### src/hw/rtl/gbt_pkg.sv
// Package for the graph traversal block: sizes, request/status/mark codes,
// controller states and the neighbour RAM request struct.
// No dependencies.
package gbt_pkg;

    localparam int MAX_VERTICES = 16;
    localparam int MAX_DEGREE   = 16;

    localparam int VIDX_W  = 4;   // vertex index field
    localparam int KEY_W   = 8;
    localparam int VCNT_W  = 5;   // vertex_count register
    localparam int PTR_W   = $clog2(MAX_VERTICES + 1);
    localparam int CNT_W   = $clog2(MAX_DEGREE + 1);
    localparam int DEG_IW  = (MAX_DEGREE > 1) ? $clog2(MAX_DEGREE) : 1;
    localparam int NBR_DEPTH = MAX_VERTICES * MAX_DEGREE;
    localparam int NBR_AW  = $clog2(NBR_DEPTH);

    localparam logic [VCNT_W-1:0] VCOUNT_RESET = VCNT_W'(16);

    typedef enum logic [1:0] {
        REQ_SET_KEY  = 2'd0,
        REQ_ADD_EDGE = 2'd1,
        REQ_BFS      = 2'd2,
        REQ_DFS      = 2'd3
    } req_t;

    typedef enum logic [1:0] {
        STAT_OK    = 2'd0,
        STAT_RANGE = 2'd1,
        STAT_FULL  = 2'd2
    } status_t;

    typedef enum logic [1:0] {
        MARK_NONE    = 2'd0,
        MARK_PENDING = 2'd1,
        MARK_DONE    = 2'd2
    } mark_t;

    typedef enum logic [3:0] {
        ST_IDLE,
        ST_KEY,
        ST_EDGE_A,
        ST_EDGE_B,
        ST_WR_A,
        ST_WR_B,
        ST_FINISH,
        ST_WALK_INIT,
        ST_POP,
        ST_LOAD,
        ST_SCAN,
        ST_VISIT
    } fsm_state_t;

    typedef struct packed {
        logic              we;
        logic [NBR_AW-1:0] waddr;
        logic [VIDX_W-1:0] wdata;
        logic              re;
        logic [NBR_AW-1:0] raddr;
    } nbr_ram_req_t;

    function automatic logic [NBR_AW-1:0] nbr_addr(input logic [VIDX_W-1:0] v,
                                                   input logic [DEG_IW-1:0] i);
        return NBR_AW'(int'(v) * MAX_DEGREE + int'(i));
    endfunction

endpackage

### src/hw/rtl/gbt_nbr_ram.sv
// Neighbour list store: single write port, single read port, registered read.
// Depends on gbt_pkg.
module gbt_nbr_ram (
    input  logic                 aclk,
    input  gbt_pkg::nbr_ram_req_t req,
    output logic [gbt_pkg::VIDX_W-1:0] rdata
);
    import gbt_pkg::*;

    logic [VIDX_W-1:0] mem [NBR_DEPTH];

    always_ff @(posedge aclk) begin
        if (req.we) begin
            mem[req.waddr] <= req.wdata;
        end
        if (req.re) begin
            rdata <= mem[req.raddr];
        end
    end

endmodule

### src/hw/rtl/graph_bfs_dfs_traversal_top.sv
// Graph traversal block top level: request decode, controller, per-vertex state.
// Depends on gbt_pkg and gbt_nbr_ram.
//
// Channel | Direction | Handshake         | Payload
// --------+-----------+-------------------+----------------------------------------------
// s_      | in        | s_valid/s_ready   | req_type, vertex_a, vertex_b, key_value
// m_      | out       | m_valid/m_ready   | visited_index, visited_key, last_flag, status_code
// cfg_    | in        | cfg_wr_en         | cfg_wr_data (vertex_count)
//
// One request is worked at a time; s_ready is high only while the controller is idle.
// A walk reads each reached vertex's neighbour list from the RAM one entry a cycle.
// Results sit in an output register, so a stalled m_ready holds the controller only when
// it has the next result to place. Reset gives vertex_count 16, empty lists and zero keys.
module graph_bfs_dfs_traversal_top (
    input  logic                         aclk,
    input  logic                         aresetn,
    input  logic                         s_valid,
    output logic                         s_ready,
    input  logic [1:0]                   s_req_type,
    input  logic [gbt_pkg::VIDX_W-1:0]   s_vertex_a,
    input  logic [gbt_pkg::VIDX_W-1:0]   s_vertex_b,
    input  logic [gbt_pkg::KEY_W-1:0]    s_key_value,
    output logic                         m_valid,
    input  logic                         m_ready,
    output logic [gbt_pkg::VIDX_W-1:0]   m_visited_index,
    output logic [gbt_pkg::KEY_W-1:0]    m_visited_key,
    output logic                         m_last_flag,
    output logic [1:0]                   m_status_code,
    input  logic                         cfg_wr_en,
    input  logic [gbt_pkg::VCNT_W-1:0]   cfg_wr_data
);
    import gbt_pkg::*;

    // Control and request registers
    fsm_state_t        state_reg, state_next;
    req_t              req_reg, req_next;
    logic [VIDX_W-1:0] a_reg, a_next;
    logic [VIDX_W-1:0] b_reg, b_next;
    logic [KEY_W-1:0]  keyin_reg, keyin_next;
    status_t           stat_reg, stat_next;
    logic [CNT_W-1:0]  cnt_a_reg, cnt_a_next;
    logic [VCNT_W-1:0] vcount_reg;

    // Walk registers
    logic [PTR_W-1:0]  head_reg, head_next;
    logic [PTR_W-1:0]  tail_reg, tail_next;
    logic [VIDX_W-1:0] cur_reg, cur_next;
    logic [CNT_W-1:0]  deg_reg, deg_next;
    logic [KEY_W-1:0]  curkey_reg, curkey_next;
    logic [CNT_W-1:0]  idx_reg, idx_next;
    logic              rd_pend_reg, rd_pend_next;

    // Output register
    logic              out_valid_reg, out_valid_next;
    logic [VIDX_W-1:0] out_idx_reg, out_idx_next;
    logic [KEY_W-1:0]  out_key_reg, out_key_next;
    logic              out_last_reg, out_last_next;
    status_t           out_stat_reg, out_stat_next;

    // Per-vertex state in flops
    logic [CNT_W-1:0]  counts_reg [MAX_VERTICES];
    logic [KEY_W-1:0]  keys_reg   [MAX_VERTICES];
    mark_t             marks_reg  [MAX_VERTICES];
    logic [VIDX_W-1:0] wl_reg     [MAX_VERTICES];

    // Write strobes for the arrays
    logic              key_we;
    logic              cnt_inc;
    logic [VIDX_W-1:0] cnt_idx;
    logic              mark_clear;
    logic              mark_we;
    logic [VIDX_W-1:0] mark_idx;
    mark_t             mark_val;
    logic              wl_we;
    logic [VIDX_W-1:0] wl_idx;
    logic [VIDX_W-1:0] wl_val;

    nbr_ram_req_t      ram_req;
    logic [VIDX_W-1:0] ram_rdata;

    logic [PTR_W-1:0]  n_live;
    logic              can_emit;
    logic              a_bad, b_bad;
    logic              list_full;
    logic [PTR_W-1:0]  tail_dec;
    logic              scan_issue;
    logic              push_ok;

    gbt_nbr_ram u_nbr_ram (
        .aclk  (aclk),
        .req   (ram_req),
        .rdata (ram_rdata)
    );

    // Effective vertex count: zero acts as one, clamp at the table size
    always_comb begin
        if (vcount_reg == '0) begin
            n_live = PTR_W'(1);
        end else if (int'(vcount_reg) > MAX_VERTICES) begin
            n_live = PTR_W'(MAX_VERTICES);
        end else begin
            n_live = PTR_W'(vcount_reg);
        end
    end

    assign can_emit  = !out_valid_reg || m_ready;
    assign a_bad     = int'(a_reg) >= int'(n_live);
    assign b_bad     = int'(b_reg) >= int'(n_live);
    // self-loop needs two free slots in one list
    assign list_full = (a_reg == b_reg) ? (int'(cnt_a_reg) + 2 > MAX_DEGREE)
                     : ((int'(cnt_a_reg) >= MAX_DEGREE) ||
                        (int'(counts_reg[b_reg]) >= MAX_DEGREE));
    assign tail_dec  = tail_reg - PTR_W'(1);
    assign scan_issue = int'(idx_reg) < int'(deg_reg);
    assign push_ok   = (int'(ram_rdata) < int'(n_live)) &&
                       (marks_reg[ram_rdata] == MARK_NONE) &&
                       (int'(tail_reg) < MAX_VERTICES);

    always_comb begin
        state_next     = state_reg;
        req_next       = req_reg;
        a_next         = a_reg;
        b_next         = b_reg;
        keyin_next     = keyin_reg;
        stat_next      = stat_reg;
        cnt_a_next     = cnt_a_reg;
        head_next      = head_reg;
        tail_next      = tail_reg;
        cur_next       = cur_reg;
        deg_next       = deg_reg;
        curkey_next    = curkey_reg;
        idx_next       = idx_reg;
        rd_pend_next   = rd_pend_reg;
        out_valid_next = out_valid_reg && !m_ready;
        out_idx_next   = out_idx_reg;
        out_key_next   = out_key_reg;
        out_last_next  = out_last_reg;
        out_stat_next  = out_stat_reg;
        key_we         = 1'b0;
        cnt_inc        = 1'b0;
        cnt_idx        = a_reg;
        mark_clear     = 1'b0;
        mark_we        = 1'b0;
        mark_idx       = cur_reg;
        mark_val       = MARK_DONE;
        wl_we          = 1'b0;
        wl_idx         = tail_reg[VIDX_W-1:0];
        wl_val         = ram_rdata;
        ram_req        = '0;
        s_ready        = (state_reg == ST_IDLE);

        case (state_reg)
            ST_IDLE: begin
                if (s_valid) begin
                    req_next   = req_t'(s_req_type);
                    a_next     = s_vertex_a;
                    b_next     = s_vertex_b;
                    keyin_next = s_key_value;
                    case (req_t'(s_req_type))
                        REQ_SET_KEY:  state_next = ST_KEY;
                        REQ_ADD_EDGE: state_next = ST_EDGE_A;
                        default:      state_next = ST_WALK_INIT;
                    endcase
                end
            end
            ST_KEY: begin
                if (a_bad) begin
                    stat_next = STAT_RANGE;
                end else begin
                    key_we    = 1'b1;
                    stat_next = STAT_OK;
                end
                state_next = ST_FINISH;
            end
            ST_EDGE_A: begin
                cnt_a_next = counts_reg[a_reg];
                state_next = ST_EDGE_B;
            end
            ST_EDGE_B: begin
                if (a_bad || b_bad) begin
                    stat_next  = STAT_RANGE;
                    state_next = ST_FINISH;
                end else if (list_full) begin
                    stat_next  = STAT_FULL;
                    state_next = ST_FINISH;
                end else begin
                    state_next = ST_WR_A;
                end
            end
            ST_WR_A: begin
                ram_req.we    = 1'b1;
                ram_req.waddr = nbr_addr(a_reg, cnt_a_reg[DEG_IW-1:0]);
                ram_req.wdata = b_reg;
                cnt_inc       = 1'b1;
                cnt_idx       = a_reg;
                state_next    = ST_WR_B;
            end
            ST_WR_B: begin
                // count of b re-read here, so a self-loop lands in the next slot
                ram_req.we    = 1'b1;
                ram_req.waddr = nbr_addr(b_reg, counts_reg[b_reg][DEG_IW-1:0]);
                ram_req.wdata = a_reg;
                cnt_inc       = 1'b1;
                cnt_idx       = b_reg;
                stat_next     = STAT_OK;
                state_next    = ST_FINISH;
            end
            ST_FINISH: begin
                if (can_emit) begin
                    out_valid_next = 1'b1;
                    out_idx_next   = '0;
                    out_key_next   = '0;
                    out_last_next  = 1'b1;
                    out_stat_next  = stat_reg;
                    state_next     = ST_IDLE;
                end
            end
            ST_WALK_INIT: begin
                mark_clear = 1'b1;
                wl_we      = 1'b1;
                wl_idx     = '0;
                wl_val     = '0;
                head_next  = '0;
                tail_next  = PTR_W'(1);
                state_next = ST_POP;
            end
            ST_POP: begin
                if (req_reg == REQ_DFS) begin
                    cur_next  = wl_reg[tail_dec[VIDX_W-1:0]];
                    tail_next = tail_dec;
                end else begin
                    cur_next  = wl_reg[head_reg[VIDX_W-1:0]];
                    head_next = head_reg + PTR_W'(1);
                end
                state_next = ST_LOAD;
            end
            ST_LOAD: begin
                deg_next     = counts_reg[cur_reg];
                curkey_next  = keys_reg[cur_reg];
                idx_next     = '0;
                rd_pend_next = 1'b0;
                state_next   = ST_SCAN;
            end
            ST_SCAN: begin
                rd_pend_next = scan_issue;
                if (scan_issue) begin
                    ram_req.re    = 1'b1;
                    ram_req.raddr = nbr_addr(cur_reg, idx_reg[DEG_IW-1:0]);
                    idx_next      = idx_reg + CNT_W'(1);
                end
                if (rd_pend_reg) begin
                    if (push_ok) begin
                        mark_we   = 1'b1;
                        mark_idx  = ram_rdata;
                        mark_val  = MARK_PENDING;
                        wl_we     = 1'b1;
                        wl_idx    = tail_reg[VIDX_W-1:0];
                        wl_val    = ram_rdata;
                        tail_next = tail_reg + PTR_W'(1);
                    end
                end else if (!scan_issue) begin
                    mark_we    = 1'b1;
                    mark_idx   = cur_reg;
                    mark_val   = MARK_DONE;
                    state_next = ST_VISIT;
                end
            end
            ST_VISIT: begin
                if (can_emit) begin
                    out_valid_next = 1'b1;
                    out_idx_next   = cur_reg;
                    out_key_next   = curkey_reg;
                    out_last_next  = (tail_reg == head_reg);
                    out_stat_next  = STAT_OK;
                    state_next     = (tail_reg == head_reg) ? ST_IDLE : ST_POP;
                end
            end
            default: begin
                state_next = ST_IDLE;
            end
        endcase
    end

    always_ff @(posedge aclk) begin
        if (!aresetn) begin
            state_reg <= ST_IDLE;
        end else begin
            state_reg <= state_next;
        end
    end

    always_ff @(posedge aclk) begin
        if (!aresetn) begin
            out_valid_reg <= 1'b0;
            rd_pend_reg   <= 1'b0;
            vcount_reg    <= VCOUNT_RESET;
        end else begin
            out_valid_reg <= out_valid_next;
            rd_pend_reg   <= rd_pend_next;
            if (cfg_wr_en) begin
                vcount_reg <= cfg_wr_data;
            end
        end
    end

    // Payload registers, no reset
    always_ff @(posedge aclk) begin
        req_reg      <= req_next;
        a_reg        <= a_next;
        b_reg        <= b_next;
        keyin_reg    <= keyin_next;
        stat_reg     <= stat_next;
        cnt_a_reg    <= cnt_a_next;
        head_reg     <= head_next;
        tail_reg     <= tail_next;
        cur_reg      <= cur_next;
        deg_reg      <= deg_next;
        curkey_reg   <= curkey_next;
        idx_reg      <= idx_next;
        out_idx_reg  <= out_idx_next;
        out_key_reg  <= out_key_next;
        out_last_reg <= out_last_next;
        out_stat_reg <= out_stat_next;
    end

    // Per-vertex tables
    always_ff @(posedge aclk) begin
        if (!aresetn) begin
            for (int v = 0; v < MAX_VERTICES; v++) begin
                counts_reg[v] <= '0;
                keys_reg[v]   <= '0;
                marks_reg[v]  <= MARK_NONE;
            end
        end else begin
            if (key_we) begin
                keys_reg[a_reg] <= keyin_reg;
            end
            if (cnt_inc) begin
                counts_reg[cnt_idx] <= counts_reg[cnt_idx] + CNT_W'(1);
            end
            if (mark_clear) begin
                // vertex 0 starts the walk already queued
                for (int v = 0; v < MAX_VERTICES; v++) begin
                    marks_reg[v] <= (v == 0) ? MARK_PENDING : MARK_NONE;
                end
            end else if (mark_we) begin
                marks_reg[mark_idx] <= mark_val;
            end
        end
    end

    always_ff @(posedge aclk) begin
        if (wl_we) begin
            wl_reg[wl_idx] <= wl_val;
        end
    end

    assign m_valid         = out_valid_reg;
    assign m_visited_index = out_idx_reg;
    assign m_visited_key   = out_key_reg;
    assign m_last_flag     = out_last_reg;
    assign m_status_code   = out_stat_reg;

`ifndef SYNTH
    a_tail_bound: assert property (@(posedge aclk) disable iff (!aresetn)
        (state_reg == ST_SCAN) |-> (int'(tail_reg) <= MAX_VERTICES))
        else $error("work list overran its depth");

    a_head_le_tail: assert property (@(posedge aclk) disable iff (!aresetn)
        (state_reg == ST_SCAN || state_reg == ST_VISIT) |-> (head_reg <= tail_reg))
        else $error("work list head passed tail");

    a_err_is_last: assert property (@(posedge aclk) disable iff (!aresetn)
        (out_valid_reg && out_stat_reg != STAT_OK) |-> out_last_reg)
        else $error("error result not flagged last");

    a_count_bound: assert property (@(posedge aclk) disable iff (!aresetn)
        (state_reg == ST_WR_A) |=> (int'(counts_reg[a_reg]) <= MAX_DEGREE))
        else $error("neighbour count beyond list size");

    a_pend_in_scan: assert property (@(posedge aclk) disable iff (!aresetn)
        rd_pend_reg |-> (state_reg == ST_SCAN))
        else $error("neighbour read pending outside scan");

    a_no_emit_stall: assert property (@(posedge aclk) disable iff (!aresetn)
        (out_valid_reg && !m_ready) |=> out_valid_reg)
        else $error("result dropped while stalled");
`endif

endmodule

### config.mk
export PLATFORM = sky130hd
export DESIGN_NAME = graph_bfs_dfs_traversal_top
export DESIGN_NICKNAME = d
export VERILOG_FILES = /design/src/hw/rtl/gbt_pkg.sv /design/src/hw/rtl/gbt_nbr_ram.sv /design/src/hw/rtl/graph_bfs_dfs_traversal_top.sv
export SDC_FILE = /design/constraint.sdc
export NUM_CORES = 2
export LEC_CHECK = 0
export ABC_AREA = 0
export BUFFER_PORTS_ARGS = -buffer_cell sky130_fd_sc_hd__buf_2
export CORE_MARGIN = 1
export CORE_UTILIZATION = 33
export CTS_CLUSTER_SIZE = 12
export DETAILED_ROUTE_END_ITERATION = 12
export PLACE_DENSITY = 0.45
export REMOVE_ABC_BUFFERS = 1
export SKIP_CTS_REPAIR_TIMING = 1
export SYNTH_ARGS = -nofsm -noshare
export SYNTH_HDL_FRONTEND = slang
export SYNTH_HIERARCHICAL = 1
export SYNTH_SLANG_ARGS = --single-unit
### constraint.sdc
create_clock -name aclk -period 7.8 [get_ports aclk]
set_clock_uncertainty 0.05 [all_clocks]
set_input_delay 0.78 -clock aclk [delete_from_list [all_inputs] [get_ports aclk]]
set_output_delay 0.78 -clock aclk [all_outputs]
set_load 0.05 [all_outputs]
* Word level (Yosys, flattened, before mapping)
Memory sizes are Yosys's and may differ from the RTL's. A register that Yosys moved wholly into a read port is not among the register bits.
Cells that the tools add are included.
** Word-level totals
- Bits in registers :: 65
- RAM bits :: 1328
- Bits of input ports :: 28
- Word-level logic and storage cells :: 219
- Memories :: 5
** Operators by class
- $add $sub $neg :: 9
- Magnitude comparators :: 9
- Equal/unequal tests :: 26
- Mux-type cells :: 107
- Bitwise operators :: 16
- Reductions and logical operators :: 30
** Memories
- u_nbr_ram.mem :: words 256, width 4, rd ports 1, clocked after Yosys merged registers in 1, write ports 1, line gbt_nbr_ram.sv:10 : logic [VIDX_W-1:0] mem [NBR_DEPTH];
- keys_reg :: words 16, width 8, rd ports 1, clocked after Yosys merged registers in 1, write ports 16, line graph_bfs_dfs_traversal_top.sv:62 : logic [KEY_W-1:0] keys_reg [MAX_VERTICES];
- counts_reg :: words 16, width 5, rd ports 4, clocked after Yosys merged registers in 3, write ports 16, line graph_bfs_dfs_traversal_top.sv:61 : logic [CNT_W-1:0] counts_reg [MAX_VERTICES];
- wl_reg :: words 16, width 4, rd ports 2, clocked after Yosys merged registers in 1, write ports 1, line graph_bfs_dfs_traversal_top.sv:64 : logic [VIDX_W-1:0] wl_reg [MAX_VERTICES];
- marks_reg :: words 16, width 2, rd ports 1, clocked after Yosys merged registers in 0, write ports 16, line graph_bfs_dfs_traversal_top.sv:63 : mark_t marks_reg [MAX_VERTICES];
** Operator list (count)
- $mux W4 :: 20
- $mux W2 :: 25
- $pmux W4 S11 :: 1
- $mux W5 :: 8
- $mux W1 :: 36
- $pmux W13 S2 :: 1
- $add A8 B4 Y8 :: 3
- $mux W8 :: 3
- $add A5 B1 Y5 const B :: 4
- $ne A2 B2 Y1 const B :: 10
- $pmux W5 S2 :: 2
- $mux W9 :: 2
- $eq A4 B3 Y1 const B :: 4
- $eq A4 B4 Y1 const B :: 4
- $or A1 B1 Y1 :: 16
- $pmux W8 S2 :: 1
- $pmux W5 S3 :: 1
- $ge A4 B5 Y1 :: 2
- $ge A5 B5 Y1 const B :: 2
- $eq A4 B2 Y1 const B :: 2
- $pmux W4 S2 :: 1
- $reduce_and A2 Y1 :: 4
- $reduce_or A2 Y1 :: 4
- $reduce_or A8 Y1 :: 1
- 29 further kinds :: 40

* Longest topological paths before layout
- Word-level depth :: 15
- Gate-level depth with buffers :: 19

* By module
The synthesis kept the hierarchy.
** Modules (own cells, without submodules)
- gbt_nbr_ram :: instances 1, cells each 2051, area an instance 40715.3 µm², seq. area each 30869.6 µm²
- graph_bfs_dfs_traversal_top :: instances 1, cells each 1421, area an instance 20564.7 µm², seq. area each 11671.2 µm²

* Worst setup path before layout
OpenSTA, ideal clock, no wires.
- Path type :: reg-to-reg
- Start :: register state_reg[2]
- End :: memory u_nbr_ram.mem[0][0], data pin
- Data arrival time :: 4581 ps
- Path slack :: 2304 ps
- Stages on the path, launching flop included :: 6
- Path buffers :: 2
- Clock period less this slack :: 5496 ps
- Path through :: dfxtp_1 > clkbuf_1 > nand2b_1 > nor3_1 > clkbuf_1 > a22o_1
** RTL lines
- start, declared :: line graph_bfs_dfs_traversal_top.sv:35 : fsm_state_t state_reg, state_next;
- start signal, assigned :: line graph_bfs_dfs_traversal_top.sv:288 : state_reg <= state_next;
- end, declared :: line gbt_nbr_ram.sv:10

==> parameters.txt <==
Parameter                              Value

Status
  Run status ... completed

Synthesis
  Number of instances in the synthesized netlist ... about 3500
  Total of flip-flops plus latches after synthesis ... 1423
  Number of synthesized flops with an enable pin ... approximately 1400
  Async set-reset flop share out of synthesis ... 0
  Average cell area after synthesis ... about 18 sq um
  Number of warnings reported in the yosys synthesis log ... 6
  Share of the yosys chip area belonging to registers ... 0.694
  Netlist area before placement ... between 60000 and 70000 sq um
  Number of distinct library cells after synthesis ... 70
  Commonest register cell after synthesis ... sky130_fd_sc_hd__edfxtp_1

Worst setup path
  Data arrival time of the worst path ... a little over 6 ns
  Worst-path maximum fanout ... 57
  Slack of the worst reg-to-reg path ... 2.10 ns
  Startpoint-to-endpoint class of the critical path ... register to register
  CP endpoint ... u_nbr_ram/rdata[0]
  Kind of end point of the critical path ... register
  Beginning of the critical path ... state_reg[3]
  Required time of the critical path ... between 8 and 9 ns
  Category of the worst setup path launch point ... register
  Worst Reg-to-Reg Cells ... 14
  Reg-to-reg critical path startpoint ... state_reg[3]
  Capturing point of the worst reg2reg path ... u_nbr_ram/rdata[0]

Power
  Sequential share of power ... 0.500
  Peak supply drop ... around 0.28 mV
  Power spent charging and discharging nets ... approximately 4500 uW
  Internal Power ... 13500 uW
  Static leakage ... ~0.022 uW
  Power density over the cells ... 261 nW/um^2
  Fraction of power consumed by combinational cells ... 0.097
  Net switching fraction of the power ... 0.249
  Clock share of power ... 0.403

Placement
  Post-place setup slack ... 1.97 ns
  Routability Congestion ... 0.781
  Post-DP HPWL ... between 100000 and 150000 um
  Buffers added on ports ... 44
  Area post-placement ... 64100 sq um

STA
  Slew Limit Headroom ... 0.182
  Maximum operating frequency ... approximately 180 MHz
  Hold Vio Cnt, Final ... 0
  Setup repair after global routing missed its margin ... no
  Final setup violating endpoints ... 0
  Pin slew with the least headroom to its limit ... between 1 and 1.5 ns
  Setup WS post-layout ... around 2.1 ns
  Part of the cycle the worst path needs ... 0.730
  Final critical-path required period ... between 5 and 6 ns
  Final slew viol count ... 0
  Worst hold slack ... 0.110 ns
  Final setup TNS ... 0 ns

Floorplan
  Number of rows created at floorplan ... around 160
  CORE AREA ... about 180000 sq um
  Die Outline Area ... between 150000 and 200000 sq um
  Effective utilization at floorplan ... 0.334
  Number of I/O pins ... 45
  Die Y ... approximately 430 um
  Chip width ... 433 um

Clock tree
  CTS buffer count ... ~160
  Clock slew seen by the registers of the worst setup and hold paths ... about 0.060 ns
  TritonCTS clock tree ... done
  Number of sinks on the clock net ... 1423
  Htree depth ... 4
  Root buffer selected by CTS ... sky130_fd_sc_hd__clkbuf_16
  Number of buffers on the longest clock path ... 3
  Worst skew pair latency ... about 0.80 ns

Route
  Met2 wire length ... ~80000 um
  Final routed wire length divided by cell count ... 27.5 um
  Number of nets with antenna violations after routing ... 0
  Count of vias placed by the detailed router ... between 30000 and 40000
  DRC violation count after routing ... 0
  Via/cell ratio ... approximately 5.3
  Post-Route M1 WL ... 73700 um
  First DRT Iteration DRCs ... between 2000 and 3000
  Detailed Route WL ... between 150000 and 200000 um
  Metal3 WL ... ~9500 um
  1st-pass router iterations ... 5
  Top metal layer carrying routed signals ... met5

Worst hold path
  Type of the worst min-delay path ... input port to register

Layout
  Layout cell share with drive strength beyond 1 ... 0.224
  Signed area change from the synthesized netlist to the final layout ... 12.7%
  Total of fill cells in the finished design ... roughly 17000
  Layout Nets ... roughly 3600
  Post-layout instance area ... between 60000 and 70000 sq um
  Number of flip-flops under the largest register name ... 1024

Global route
  Aggregate global-route resource usage ... 0.181
  Maximum number of pins on one net before global-route repair ... approximately 220
  Final global-route overflow total ... 0
  Number of antenna violations at the first check in global routing ... 10
  Number of global-route vias before repair ... 33700
  Wire length of the first global-routing pass ... ~240000 um

Flow run
  Max-cap violations ... 0
[placed cells by master, fill, tap and decap left out, drive strengths merged, types with 53 or more instances in the layout]
| master | instances |
|---|---|
| mux2i | 93 |
| nor2b | 53 |
| buf | 118 |
| nand2 | 152 |
| clkbuf | 218 |
| nor3 | 57 |
| nor2 | 414 |
| edfxtp | 1404 |
| nand3 | 54 |
| and3 | 82 |
| and2 | 82 |
| mux4 | 417 |
[power groups by stage]
| stage | Clock [uW] | Combinational, uW | Sequential [uW] |
|---|---|---|---|
| after global routing | 7700 | 1880 | 9020 |
| after global placement | 0 | 1770 | 9170 |
| final | 7250 | 1750 | 9010 |
| after CTS | 7450 | 1780 | 9010 |
| after detailed placement | 0 | 1780 | 9170 |
| after floorplan | 0 | 933 | 9250 |
[metrics by stage]
stage | utilization | power, uW | cells
after floorplan | - | 10200 | 3241
after global placement | 0.349 | 10900 | 5823
after detailed placement | 0.349 | 10900 | 5823
after CTS | 0.376 | 18200 | 6106
after global routing | 0.376 | 18600 | 6107
final | 0.376 | 18000 | 6108
[cell usage after synthesis, drive strengths merged (33+ instances only)]
| master | number | area [sq um] |
|---|---|---|
| edfxtp | 1404 | 42200 |
| mux4 | 417 | 9400 |
| nor2 | 414 | 1550 |
| nand2 | 152 | 571 |
| clkbuf | 141 | 529 |
| mux2i | 93 | 943 |
| buf | 90 | 636 |
| and2 | 82 | 513 |
| and3 | 82 | 513 |
| nor3 | 57 | 385 |
| nand3 | 54 | 270 |
| nor2b | 53 | 332 |
| a21oi | 41 | 205 |
| a22oi | 33 | 248 |
[layer usage]
| layer | up-vias | global-route usage |
|---|---|---|
| li1 | 14000 | - |
| met1 | 17200 | 0.249 |
| met2 | 907 | 0.288 |
| met3 | 247 | 0.0359 |
| met4 | 2 | 0.0535 |
| met5 | - | 0 |
[worst min path at each step]
stage,start,endpoint,slack [ns],depth (start not counted)
4_1_cts,s_key_value[1],keyin_reg[1],0.03,1
3_3_place_gp,curkey_reg[4],m_visited_key[4],0.45,1
5_1_grt,s_key_value[2],keyin_reg[2],0.07,1
2_1_floorplan,vcount_reg[0],vcount_reg[0],0.43,2
6_report,s_key_value[5],keyin_reg[5],0.11,1
3_5_place_dp,curkey_reg[7],m_visited_key[7],0.45,1
[cells by family after synthesis]
kind of cell	count (synthesis)	synth area share
XOR/XNOR	22	0.00314
flip-flops	1423	0.694
AO/OA/AOI/OAI	218	0.0244
AND/OR/NAND/NOR	992	0.0791
adder cells (fa/ha/maj)	22	0.00449
buffers and inverters	257	0.0206
multiplexers	538	0.174
[area by class of cell]
class                      count  area, sq um  share of cell area
clock inverter                65          599             0.00867
multi-input combinational   1792        17600               0.254
tap                         2464         3080              0.0446
clock buffer                 218         4350              0.0629
timing repair buffer         118          851              0.0123
inverter                      26         97.6             0.00141
antenna                        2         5.00           0.0000724
sequential                  1423        42500               0.616
[worst max-delay path: stages (launching register included)]
cell and delay (ns):
sky130_fd_sc_hd__dfxtp_1 0.56, sky130_fd_sc_hd__nand2b_1 0.23, sky130_fd_sc_hd__nor2_1 0.50, sky130_fd_sc_hd__nand2_1 0.29, sky130_fd_sc_hd__nor2b_1 0.17, sky130_fd_sc_hd__buf_4 0.25, sky130_fd_sc_hd__and2_4 0.84, sky130_fd_sc_hd__buf_12 0.45
sky130_fd_sc_hd__buf_12 0.41, sky130_fd_sc_hd__mux4_2 0.61, sky130_fd_sc_hd__mux2_2 0.28, sky130_fd_sc_hd__nand2_1 0.09, sky130_fd_sc_hd__o211ai_1 0.16, sky130_fd_sc_hd__nand4_1 0.23, sky130_fd_sc_hd__o211ai_1 0.13
No activity file was read; power rests on OpenSTA's default activity.
